$ cat config.mk
export PLATFORM = sky130hd
export DESIGN_NAME = lcg_keystream_xor_with_checksum_flat
export DESIGN_NICKNAME = d
export VERILOG_FILES = /design/src/rtl/core/lcgx_pkg.sv /design/src/rtl/core/lcgx_in_if.sv /design/src/rtl/core/lcgx_out_if.sv /design/src/rtl/core/lcgx_apb_regs.sv /design/src/rtl/core/lcg_keystream_xor_with_checksum.sv /design/src/flat_wrapper.sv
export SDC_FILE = /design/constraint.sdc
export NUM_CORES = 2
export LEC_CHECK = 0
export BUFFER_PORTS_ARGS = -buffer_cell sky130_fd_sc_hd__buf_4
export CORE_UTILIZATION = 64
export DETAILED_ROUTE_END_ITERATION = 7
export PLACE_DENSITY_LB_ADDON = 0.2
export REMOVE_ABC_BUFFERS = 1
export SLEW_MARGIN = 20
export SYNTH_ARGS = -nofsm -noshare
export SYNTH_HDL_FRONTEND = slang
export SYNTH_SLANG_ARGS = --single-unit
$ cat constraint.sdc
create_clock -name clk -period 8.76 [get_ports clk]
set_input_delay 1.752 -clock clk [delete_from_list [all_inputs] [get_ports clk]]
set_output_delay 1.752 -clock clk [all_outputs]
set_load 0.01 [all_outputs]
$ cat src/rtl/core/lcgx_pkg.sv
// shared types, codes and reset values for the lcg keystream xor block
`default_nettype none

package lcgx_pkg;

  localparam int unsigned MAX_WORDS_DEF = 1024;

  localparam logic [31:0] GEN_RESET  = 32'h0001_80EF;
  localparam logic [31:0] INC_RESET  = 32'h0000_0001;
  localparam logic [31:0] SEED_RESET = 32'h0000_0000;

  localparam int unsigned ADDR_W = 4;

  // register indexes (byte address = 4 * index)
  localparam logic [1:0] REG_GENERATOR   = 2'd0;
  localparam logic [1:0] REG_INCREMENTOR = 2'd1;
  localparam logic [1:0] REG_SEED_START  = 2'd2;

  localparam logic       CMD_ENCODE = 1'b0;
  localparam logic       CMD_DECODE = 1'b1;

  localparam logic [1:0] ROLE_HEADER   = 2'd0;
  localparam logic [1:0] ROLE_PAYLOAD  = 2'd1;
  localparam logic [1:0] ROLE_CHECKSUM = 2'd2;

  typedef struct packed {
    logic [31:0] generator;
    logic [31:0] incrementor;
    logic        seed_load;
    logic [31:0] seed_value;
  } cfg_t;

endpackage

`default_nettype wire

$ cat src/rtl/core/lcgx_in_if.sv
// input channel: one message word per beat
`default_nettype none

interface lcgx_in_if;
  logic        valid;
  logic        ready;
  logic        command;
  logic [1:0]  role;
  logic [31:0] data_word;
  logic [12:0] msg_bytes;

  modport source (output valid, command, role, data_word, msg_bytes, input ready);
  modport sink   (input valid, command, role, data_word, msg_bytes, output ready);
endinterface

`default_nettype wire

$ cat src/rtl/core/lcgx_out_if.sv
// result channel: one transformed word per beat
`default_nettype none

interface lcgx_out_if;
  logic        valid;
  logic        ready;
  logic [31:0] data_out;
  logic        check_done;
  logic        check_fail;

  modport source (output valid, data_out, check_done, check_fail, input ready);
  modport sink   (input valid, data_out, check_done, check_fail, output ready);
endinterface

`default_nettype wire

$ cat src/rtl/core/lcgx_apb_regs.sv
// apb register file: generator, incrementor and seed start
`default_nettype none

module lcgx_apb_regs (
  input  wire logic                       clk,
  input  wire logic                       rst_n,
  input  wire logic                       psel,
  input  wire logic                       penable,
  input  wire logic                       pwrite,
  input  wire logic [lcgx_pkg::ADDR_W-1:0] paddr,
  input  wire logic [31:0]                pwdata,
  output logic      [31:0]                prdata,
  output lcgx_pkg::cfg_t                  cfg
);

  logic [31:0] gen_r;
  logic [31:0] inc_r;
  logic [31:0] seed_r;
  logic [1:0]  idx;
  logic        wr_en;

  assign idx   = paddr[3:2];
  assign wr_en = psel && penable && pwrite;

  always_ff @(posedge clk) begin
    if (!rst_n) begin
      gen_r  <= lcgx_pkg::GEN_RESET;
      inc_r  <= lcgx_pkg::INC_RESET;
      seed_r <= lcgx_pkg::SEED_RESET;
    end else if (wr_en) begin
      case (idx)
        lcgx_pkg::REG_GENERATOR:   gen_r  <= pwdata;
        lcgx_pkg::REG_INCREMENTOR: inc_r  <= pwdata;
        lcgx_pkg::REG_SEED_START:  seed_r <= pwdata;
        default: ;
      endcase
    end
  end

  always_comb begin
    case (idx)
      lcgx_pkg::REG_GENERATOR:   prdata = gen_r;
      lcgx_pkg::REG_INCREMENTOR: prdata = inc_r;
      lcgx_pkg::REG_SEED_START:  prdata = seed_r;
      default:                   prdata = '0;
    endcase
  end

  // seed start write also reloads the running seed
  assign cfg.generator   = gen_r;
  assign cfg.incrementor = inc_r;
  assign cfg.seed_load   = wr_en && (idx == lcgx_pkg::REG_SEED_START);
  assign cfg.seed_value  = pwdata;

endmodule

`default_nettype wire

$ cat src/rtl/core/lcg_keystream_xor_with_checksum.sv
// top level: lcg keystream xor cipher with running xor checksum
//
//   channel  | direction | protocol     | beat
//   in_if    | in        | valid/ready  | command, role, data_word, msg_bytes
//   out_if   | out       | valid/ready  | data_out, check_done, check_fail
//   cfg apb  | in/out    | apb, pready1 | 32-bit register write or read
//
// one beat a cycle unless out_if stalls; beats pass input register, then result register
// the rate is set by the seed loop: one 32-bit multiply-add per cycle on the running seed
// the input register takes a new beat while a finished result waits in the output register
// synchronous active-low reset clears valids, position, mask and seed (seed to seed start)
`default_nettype none

module lcg_keystream_xor_with_checksum #(
  parameter int unsigned MAX_WORDS = lcgx_pkg::MAX_WORDS_DEF
) (
  input  wire logic                        clk,
  input  wire logic                        rst_n,
  lcgx_in_if.sink                          in_if,
  lcgx_out_if.source                       out_if,
  input  wire logic                        psel,
  input  wire logic                        penable,
  input  wire logic                        pwrite,
  input  wire logic [lcgx_pkg::ADDR_W-1:0] paddr,
  input  wire logic [31:0]                 pwdata,
  output logic      [31:0]                 prdata,
  output logic                             pready
);

  localparam int unsigned PW = $clog2(MAX_WORDS + 1);
  localparam int unsigned CW = (PW > 11) ? PW : 11;

  lcgx_pkg::cfg_t cfg;

  lcgx_apb_regs u_regs (
    .clk     (clk),
    .rst_n   (rst_n),
    .psel    (psel),
    .penable (penable),
    .pwrite  (pwrite),
    .paddr   (paddr),
    .pwdata  (pwdata),
    .prdata  (prdata),
    .cfg     (cfg)
  );

  assign pready = 1'b1;

  // input register
  logic        s1_valid_r;
  logic        s1_cmd_r;
  logic [1:0]  s1_role_r;
  logic [31:0] s1_data_r;
  logic [12:0] s1_bytes_r;

  // result register
  logic        out_valid_r;
  logic [31:0] out_data_r;
  logic        out_done_r;
  logic        out_fail_r;

  // block state
  logic [31:0]   seed_r, seed_nxt;
  logic [31:0]   mask_r, mask_nxt;
  logic [PW-1:0] pos_r, pos_nxt;

  logic in_acc;
  logic s1_adv;

  assign s1_adv      = s1_valid_r && (!out_valid_r || out_if.ready);
  assign in_if.ready = !s1_valid_r || s1_adv;
  assign in_acc      = in_if.valid && in_if.ready;

  always_ff @(posedge clk) begin
    if (!rst_n) begin
      s1_valid_r <= 1'b0;
    end else if (in_if.ready) begin
      s1_valid_r <= in_if.valid;
    end
  end

  always_ff @(posedge clk) begin
    if (in_acc) begin
      s1_cmd_r   <= in_if.command;
      s1_role_r  <= in_if.role;
      s1_data_r  <= in_if.data_word;
      s1_bytes_r <= in_if.msg_bytes;
    end
  end

  // datapath
  logic [31:0]   key;
  logic [10:0]   nwords;
  logic [10:0]   last;
  logic [CW-1:0] p_ext;
  logic [CW-1:0] nw_ext;
  logic [CW-1:0] last_ext;
  logic [31:0]   res;
  logic          done;
  logic          fail;
  logic [PW-1:0] pos_adv;

  assign key      = seed_r * cfg.generator + cfg.incrementor;
  assign nwords   = s1_bytes_r[12:2];
  assign last     = (nwords > 11'd4) ? (nwords - 11'd1) : 11'd3;
  assign p_ext    = CW'(pos_r);
  assign nw_ext   = CW'(nwords);
  assign last_ext = CW'(last);
  // position saturates at the word limit
  assign pos_adv  = (pos_r < PW'(MAX_WORDS)) ? (pos_r + PW'(1)) : pos_r;

  always_comb begin
    res      = s1_data_r;
    done     = 1'b0;
    fail     = 1'b0;
    seed_nxt = seed_r;
    mask_nxt = mask_r;
    pos_nxt  = pos_r;
    case (s1_role_r)
      lcgx_pkg::ROLE_HEADER: begin
        res      = s1_data_r ^ key;
        seed_nxt = key;
        mask_nxt = s1_data_r ^ key;
        pos_nxt  = '0;
      end
      lcgx_pkg::ROLE_PAYLOAD: begin
        pos_nxt = pos_adv;
        if (s1_cmd_r == lcgx_pkg::CMD_ENCODE) begin
          if ((p_ext < CW'(2)) || ((p_ext == CW'(2)) && (s1_bytes_r > 13'd8))) begin
            mask_nxt = mask_r ^ s1_data_r;
            res      = s1_data_r ^ key;
            seed_nxt = key;
          end else if (s1_bytes_r > 13'd12) begin
            if (p_ext < last_ext) begin
              mask_nxt = mask_r ^ s1_data_r;
            end else if (p_ext == last_ext) begin
              res = mask_r;
            end
          end
        end else begin
          if (p_ext < nw_ext) begin
            res      = s1_data_r ^ key;
            seed_nxt = key;
            mask_nxt = mask_r ^ s1_data_r ^ key;
          end
        end
      end
      lcgx_pkg::ROLE_CHECKSUM: begin
        if ((s1_cmd_r == lcgx_pkg::CMD_DECODE) && (nwords > 11'd4)) begin
          done = 1'b1;
          fail = (mask_r != s1_data_r);
        end
      end
      default: ;
    endcase
  end

  always_ff @(posedge clk) begin
    if (!rst_n) begin
      seed_r <= lcgx_pkg::SEED_RESET;
      mask_r <= '0;
      pos_r  <= '0;
    end else if (cfg.seed_load) begin
      seed_r <= cfg.seed_value;
    end else if (s1_adv) begin
      seed_r <= seed_nxt;
      mask_r <= mask_nxt;
      pos_r  <= pos_nxt;
    end
  end

  always_ff @(posedge clk) begin
    if (!rst_n) begin
      out_valid_r <= 1'b0;
    end else if (s1_adv) begin
      out_valid_r <= 1'b1;
    end else if (out_if.ready) begin
      out_valid_r <= 1'b0;
    end
  end

  always_ff @(posedge clk) begin
    if (s1_adv) begin
      out_data_r <= res;
      out_done_r <= done;
      out_fail_r <= fail;
    end
  end

  assign out_if.valid      = out_valid_r;
  assign out_if.data_out   = out_data_r;
  assign out_if.check_done = out_done_r;
  assign out_if.check_fail = out_fail_r;

endmodule

`default_nettype wire

$ cat src/flat_wrapper.sv
// flat-port wrapper written by rule: the top's interface ports become plain ports
module lcg_keystream_xor_with_checksum_flat 
#(
  parameter int unsigned MAX_WORDS = lcgx_pkg::MAX_WORDS_DEF
)
  (clk, rst_n, psel, penable, pwrite, paddr, pwdata, prdata, pready, in_if_valid, in_if_command, in_if_role, in_if_data_word, in_if_msg_bytes, in_if_ready, out_if_valid, out_if_data_out, out_if_check_done, out_if_check_fail, out_if_ready);
  lcgx_in_if in_if_i ();
  lcgx_out_if out_if_i ();
  input  wire logic clk;
  input  wire logic rst_n;
  input  wire logic psel;
  input  wire logic penable;
  input  wire logic pwrite;
  input  wire logic [lcgx_pkg::ADDR_W-1:0] paddr;
  input  wire logic [31:0] pwdata;
  output logic      [31:0] prdata;
  output logic pready;
  input wire logic [$bits(in_if_i.valid)-1:0] in_if_valid;
  input wire logic [$bits(in_if_i.command)-1:0] in_if_command;
  input wire logic [$bits(in_if_i.role)-1:0] in_if_role;
  input wire logic [$bits(in_if_i.data_word)-1:0] in_if_data_word;
  input wire logic [$bits(in_if_i.msg_bytes)-1:0] in_if_msg_bytes;
  output wire logic [$bits(in_if_i.ready)-1:0] in_if_ready;
  output wire logic [$bits(out_if_i.valid)-1:0] out_if_valid;
  output wire logic [$bits(out_if_i.data_out)-1:0] out_if_data_out;
  output wire logic [$bits(out_if_i.check_done)-1:0] out_if_check_done;
  output wire logic [$bits(out_if_i.check_fail)-1:0] out_if_check_fail;
  input wire logic [$bits(out_if_i.ready)-1:0] out_if_ready;
  assign in_if_i.valid = in_if_valid;
  assign in_if_i.command = in_if_command;
  assign in_if_i.role = in_if_role;
  assign in_if_i.data_word = in_if_data_word;
  assign in_if_i.msg_bytes = in_if_msg_bytes;
  assign in_if_ready = in_if_i.ready;
  assign out_if_valid = out_if_i.valid;
  assign out_if_data_out = out_if_i.data_out;
  assign out_if_check_done = out_if_i.check_done;
  assign out_if_check_fail = out_if_i.check_fail;
  assign out_if_i.ready = out_if_ready;
  lcg_keystream_xor_with_checksum #(.MAX_WORDS(MAX_WORDS)) u_core (.clk(clk), .rst_n(rst_n), .in_if(in_if_i), .out_if(out_if_i), .psel(psel), .penable(penable), .pwrite(pwrite), .paddr(paddr), .pwdata(pwdata), .prdata(prdata), .pready(pready));
endmodule
# After elaboration in Yosys (flattened, before gate mapping)
# Index checks and enable logic that the tools add are counted.
# word_totals
output_inout_bits	69
inputBits	91
regBits	255
# op_classes
reduce_logical	25
n_mul	1
eq_ne	13
order_cmp	7
n_addsub	3
bitwise	4
n_mux	26
# ops
operator	count
2-to-1 mux 32 bit	16
one-hot mux 32 bit (2 select lines)	3
one-hot mux 32 bit (3 select lines)	1
XOR 32 bit	3
adder 32 bit	1
multiplier 32 x 32 -> 32 bit	1
!= test 32 bit	1
> comparator 13 x 4 -> 1 bit (second input constant)	2
less-than comparator 11 bit	2
2-to-1 mux 11 bit	2
one-hot mux 11 bit (2 select lines)	1
!= test 4 x 1 -> 1 bit (second input constant)	3
adder 11 x 1 -> 11 bit (second input constant)	1
== test 11 bit	1
== test 11 x 2 -> 1 bit (second input constant)	1
> comparator 11 x 3 -> 1 bit (second input constant)	1
less-than comparator 11 bit (second input constant)	1
less-than comparator 11 x 2 -> 1 bit (second input constant)	1
subtractor 11 x 1 -> 11 bit (second input constant)	1
AND reduction 2 bit	4
AND reduction 4 bit	2
logical AND 1 bit	7
AND reduction 6 bit	1
nonzero test 2 bit	3
11 further kinds	19

# Longest topological paths before layout
# depth
depth_word	9
depth_mapped	31
mapped_depth_nobuf	28

# Cells and area by module
# Synthesis repeated with hierarchy kept, for this count alone.
# unflattened
cells_unflattened	3774
hier_area_um2	32529.9
# by_module_without_submodules
module	seq_area_each_um2	cells_per_inst	n_inst	area_each_um2
lcg_keystream_xor_with_checksum	4003.8	3274	1	28004.4
lcgx_apb_regs	1921.8	500	1	4525.6

# Worst setup path after synthesis
# Ideal clock, no wire load.
# synth_path
kind	reg2reg
from	register u_core.u_regs.gen_r[5]
to	register u_core.out_data_r[31] (netlist: u_core.out_if.data_out[31]) (data pin)
setup_slack_ps	1174
period_less_slack_ps	7586
t_arrival_ps	7419
required_ps	8593
stages_incl_launch_ff	29
cell_sequence	dfxtp_1 clkbuf_1 clkbuf_1 and2_1 fa_1 fa_1 fa_1 inv_1 fa_1 inv_1 fa_1 inv_1 fa_1 inv_1 fa_1 inv_1 fa_1 inv_1 ha_1 buf_2 a21oi_1 o211ai_1 a221o_1 o31a_1 a31oi_4 xor2_2 nor2_2 mux2_2 a211oi_1
# synth_between
elab_chain_cells	6
word_cells_on_any_way	7
classes_between	add/sub (1); mul (1); mux (4); bitwise (1)
# synth_lines
item	line	rtl
start: declaration	lcgx_apb_regs.sv:16	logic [31:0] gen_r;
start signal: assignment	lcgx_apb_regs.sv:27	gen_r <= lcgx_pkg::GEN_RESET;
start signal: assignment	lcgx_apb_regs.sv:32	lcgx_pkg::REG_GENERATOR: gen_r <= pwdata;
multiplier 32 x 32 -> 32 bit (*)	lcg_keystream_xor_with_checksum.sv:103	assign key = seed_r * cfg.generator + cfg.incrementor;
adder 32 bit (*)	lcg_keystream_xor_with_checksum.sv:103	
XOR 32 bit (*)	lcg_keystream_xor_with_checksum.sv:121, lcg_keystream_xor_with_checksum.sv:131, lcg_keystream_xor_with_checksum.sv:142	
2-to-1 mux 32 bit (on tied branches)	lcg_keystream_xor_with_checksum.sv:129, lcg_keystream_xor_with_checksum.sv:141	
2-to-1 mux 32 bit	lcg_keystream_xor_with_checksum.sv:128	if (s1_cmd_r == lcgx_pkg::CMD_ENCODE) begin
one-hot mux 32 bit (2 select lines) (*)	lcg_keystream_xor_with_checksum.sv:119	case (s1_role_r)
via u_core.res[31]	lcg_keystream_xor_with_checksum.sv:98	logic [31:0] res;
end signal: assignment	lcg_keystream_xor_with_checksum.sv:184	out_data_r <= res;
end: declaration	lcg_keystream_xor_with_checksum.sv:58	logic [31:0] out_data_r;
# Mark *: on every way through the listed nets, which the timed path passes. The rest lies on a longest branch.
# A chain may end at the register's enable or synchronous reset.

# Worst setup path after layout
# layout_path
from	register u_core.u_regs.gen_r[6]
to	register u_core.out_data_r[27] (netlist: u_core.out_if.data_out[27]) (data pin)
# The elaborated chain is that of the path after synthesis.

==> out/qor.yml <==
avgViaCountPerCell: 6.16
worstHoldStart: "u_core.u_regs.seed_r[7]$_SDFFE_PN0P_"
cp_max_fo: 17
hold_end: "u_core.u_regs.seed_r[7]$_SDFFE_PN0P_"
peakVddDrop_mv: 0.223
cts_setup_buffers: 0
hpwl_um: 69600
skew_ns: 0.0220
clock-sinks: 255
final_util_pct: 70.6
core_um2: 49200
crit_required_ns: 9.01
yosysSeqAreaShare_pct: 18.5
cpMostUsedCell: "fa_1"
die_area_um2: 51000
drc: 0
fill_cells: 3858
hold_viol: 0
synth_top_area_share_pct: 27.3
period_share_pct: 97.3
cp.arrival_ns: 8.78
cts_made_buffers: 27
max_freq_mhz: 117
worstSetupEndpointType: "flop"
yosys-top-cells-area: "fa_1, dfxtp_1, edfxtp_1, nand2_1, and2_1"
max-clock-path-buffers: 3
antennaDiodeCount: 0
grt_max_degree: 74
crit_slowest_cell: "dfxtp_1"
die_w_um: 226
p_seq_share_pct: 24.0
cts_hold_buf: 0
drt-initial-drc-count: 3354
ys_seq_elements: 255
drt-pass1-iter-count: 8
netlist_area_um2: 32100
synthCells: 3781
synthToLayoutAreaGrowth_pct: 8.15
hp-class: "reg2reg"
setup-violations-final: 0
power_frac_clock_pct: 19.7
slew_headroom_pct: 31.4
cp_cell_sequence: "and2_1, fa_1, fa_1, fa_1, inv_1, fa_1, inv_1, fa_1, fa_1, fa_1, inv_1, fa_1, inv_1, ha_1, a21oi_1, o211ai_1, a221o_1, o41ai_1, xnor2_1, nand2b_1, nor2_1, a221oi_1, o221ai_1"
r2r_setup_slack_ns: 0.23
initial_utilization_pct: 65.3
p_per_area_nw_per_um2: 175
tns_ns: 0
ys_async_sr_fraction_pct: 0
avgRoutedWirePerCell_um: 21.4
grt.total_usage_pct: 38.7
hold_path_depth: 2
synth_flop_cell: "dfxtp_1"
grt_overflow: 0
r2r_start: "u_core.u_regs.gen_r[6]$_SDFFE_PN1P_"
synth_edf_count: 82
ant_nets: 0
outcome: "finished clean"
first_global_vias: 27000
avgSynthCellArea_um2: 8.48
htree_levels: 1
vias: 27500
rsz0062_at_grt: "false"
synthDistinctLibCells: 103
worstReg2RegEnd: "u_core.out_if.data_out[27]$_DFFE_PP_"
intPower_w: 0.00334
slew_violations: 0
p_switching_w: 0.00273
antenna_found_initial: 0
grt_pass1_wl_um: 151000
die_y_um: 226
synth_top_area_cell: "fa_1"
cpPeakStageDelay_ns: 0.92
switching_share_pct: 44.9
portBuffers: 156
rows: 81
critPathLaunchType: "flop"
place_congestion: 0.962
worst_pin_slew_ns: 1.02
fin_nets: 4461
drive_gt1_share_pct: 9.10
post-route-min-period_ns: 8.53
wl_um: 95500
combinationalPowerShare_pct: 56.3
path_clk_slew_ns: 0.06
reg2regPathDepth: 23
cts_resized: 0
clk-insertion-delay-late_ns: 0.58
drv_cap: 0
ioPinCount: 160
crit_type: "reg2reg"
leakagePower_nw: 15.4
cts_tree: "built"
cts_root_buf: "clkbuf_16"
yosys_warnings: 0
[routing by layer]
layer	part of all wire, %	vias to the layer above	GRT usage (%)
met4	5.4	0	19.1
met1	38	13300	52.2
met5	0	-	0
met2	44	1698	59.3
met3	12	301	8.04
li1	-	12200	-
[Yosys cell counts, types with 9 or more instances]
cell         n
inv_1      528
a32oi_1     11
ha_1       150
nor2_1     149
or3_1       18
nand3_1     66
a21o_1      19
o22ai_1     14
and2_1     324
o21ai_0    123
a211oi_1    15
o221ai_1    12
xor2_1      28
a31oi_1     22
edfxtp_1    82
nor2b_1     41
buf_1       13
o31ai_1     28
and3_1      13
nor3_1      25
mux2i_1     43
dfxtp_1    173
xnor2_1     91
mux2_2      11
buf_2       16
a21oi_1    195
nor4_1      13
fa_1       438
o21a_1      13
o211ai_1     9
o21ai_1     25
clkbuf_1   240
o2111ai_1   10
nand2b_1    25
a221oi_1     9
a222oi_1    27
a21boi_0    34
a22oi_1     16
nand2_1    541
nand4_1     24
[how the worst max path moves through the flow]
stage                                        startpoint                                    to  slack [ns]  depth (start not counted)
detailed placement  u_core.u_regs.gen_r[8]$_SDFFE_PN0P_  u_core.out_if.data_out[31]$_DFFE_PP_        0.40                         23
CTS                 u_core.u_regs.gen_r[8]$_SDFFE_PN0P_  u_core.out_if.data_out[31]$_DFFE_PP_        0.32                         23
floorplan           u_core.u_regs.gen_r[0]$_SDFFE_PN1P_        u_core.mask_r[29]$_SDFFE_PN0P_         1.0                         25
finish              u_core.u_regs.gen_r[6]$_SDFFE_PN1P_  u_core.out_if.data_out[27]$_DFFE_PP_        0.23                         23
global placement    u_core.u_regs.gen_r[8]$_SDFFE_PN0P_  u_core.out_if.data_out[31]$_DFFE_PP_        0.40                         23
global route              u_core.seed_r[8]$_SDFFE_PN0P_  u_core.out_if.data_out[27]$_DFFE_PP_        0.06                         26
[cells in the final DEF, fill, tap and decap left out, types with 14 or more instances in the layout]
master / Yosys / final
a211oi_1: 15 / 15
a21boi_0: 34 / 34
a21o_1: 19 / 19
a21oi_1: 195 / 193
a222oi_1: 27 / 27
a22oi_1: 16 / 16
a31oi_1: 22 / 21
and2_1: 324 / 323
buf_4: 3 / 242
clkbuf_16: 0 / 29
dfxtp_1: 173 / 169
edfxtp_1: 82 / 82
fa_1: 438 / 438
ha_1: 150 / 150
inv_1: 528 / 529
mux2i_1: 43 / 43
nand2_1: 541 / 541
nand2b_1: 25 / 25
nand3_1: 66 / 66
nand4_1: 24 / 24
nor2_1: 149 / 147
nor2b_1: 41 / 39
nor3_1: 25 / 24
o21ai_0: 123 / 123
o21ai_1: 25 / 25
o22ai_1: 14 / 14
o31ai_1: 28 / 28
or3_1: 18 / 18
xnor2_1: 91 / 91
xor2_1: 28 / 28
[area by class of cell]
type	instances	area [um2]	area share, %
repair buffers	244	1870	5.40
clock inverters	14	125	0.361
inverters	532	2000	5.76
clock buffers	36	783	2.26
well taps	664	831	2.39
flip-flops and latches	255	5930	17.1
multi-input cells	2722	23200	66.7
[sequential cells by signal (all words and copies together) (netlist names)]
name and flops:
u_core.out_if.check_fail 1, u_core.p_ext 11, u_core.s1_valid_r 1, u_core.seed_r 32
u_core.out_if.check_done 1, u_core.out_if.valid 1, u_core.u_regs.seed_r 32, u_core.s1_role_r 2
u_core.s1_bytes_r 13, u_core.u_regs.gen_r 32, u_core.mask_r 32, u_core.s1_data_r 32
u_core.out_if.data_out 32, u_core.s1_cmd_r 1, u_core.u_regs.inc_r 32
[through the flow]
| stage | std cells | setup slack (ns) | hold WS, ns | power, W | instance area, um2 |
|---|---|---|---|---|---|
| after floorplan | 3509 | 0.998 | 0.436 | 0.00372 | 31000 |
| after global placement | 4415 | 0.405 | 0.442 | 0.00473 | 33700 |
| after detailed placement | 4415 | 0.396 | 0.448 | 0.00477 | 33700 |
| after CTS | 4465 | 0.319 | 0.456 | 0.00600 | 34600 |
| after global routing | 4467 | 0.0583 | 0.473 | 0.00648 | 34700 |
| final | 4467 | 0.233 | 0.456 | 0.00607 | 34700 |
[power by group through the flow]
stage | registers, W | clock network (W) | logic [W]
5_1_grt | 0.00146 | 0.00125 | 0.00377
3_3_place_gp | 0.00147 | 0 | 0.00326
6_report | 0.00146 | 0.00120 | 0.00342
2_1_floorplan | 0.00145 | 0 | 0.00227
3_5_place_dp | 0.00147 | 0 | 0.00330
4_1_cts | 0.00145 | 0.00120 | 0.00335
[worst max-delay path, delay by kind of cell (launching register included)]
kind,cells,cell delay [ns]
AO/OA/AOI/OAI,6,1.97
buffers and inverters,4,0.24
adder cells (fa/ha/maj),9,4.32
AND/OR/NAND/NOR,3,0.48
flip-flops,1,0.92
XOR/XNOR,1,0.24
[cell families after synthesis]
| family | Yosys count | share of synthesized area (%) |
|---|---|---|
| buf+inv | 804 | 9.51 |
| compound gates | 682 | 14.3 |
| mux | 56 | 1.80 |
| other cells | 1 | 0.0117 |
| simple gates | 1273 | 19.3 |
| flops | 255 | 18.5 |
| fa+ha+maj | 588 | 33.2 |
| xor+xnor | 122 | 3.42 |
Power figures use the tool's default switching activity.
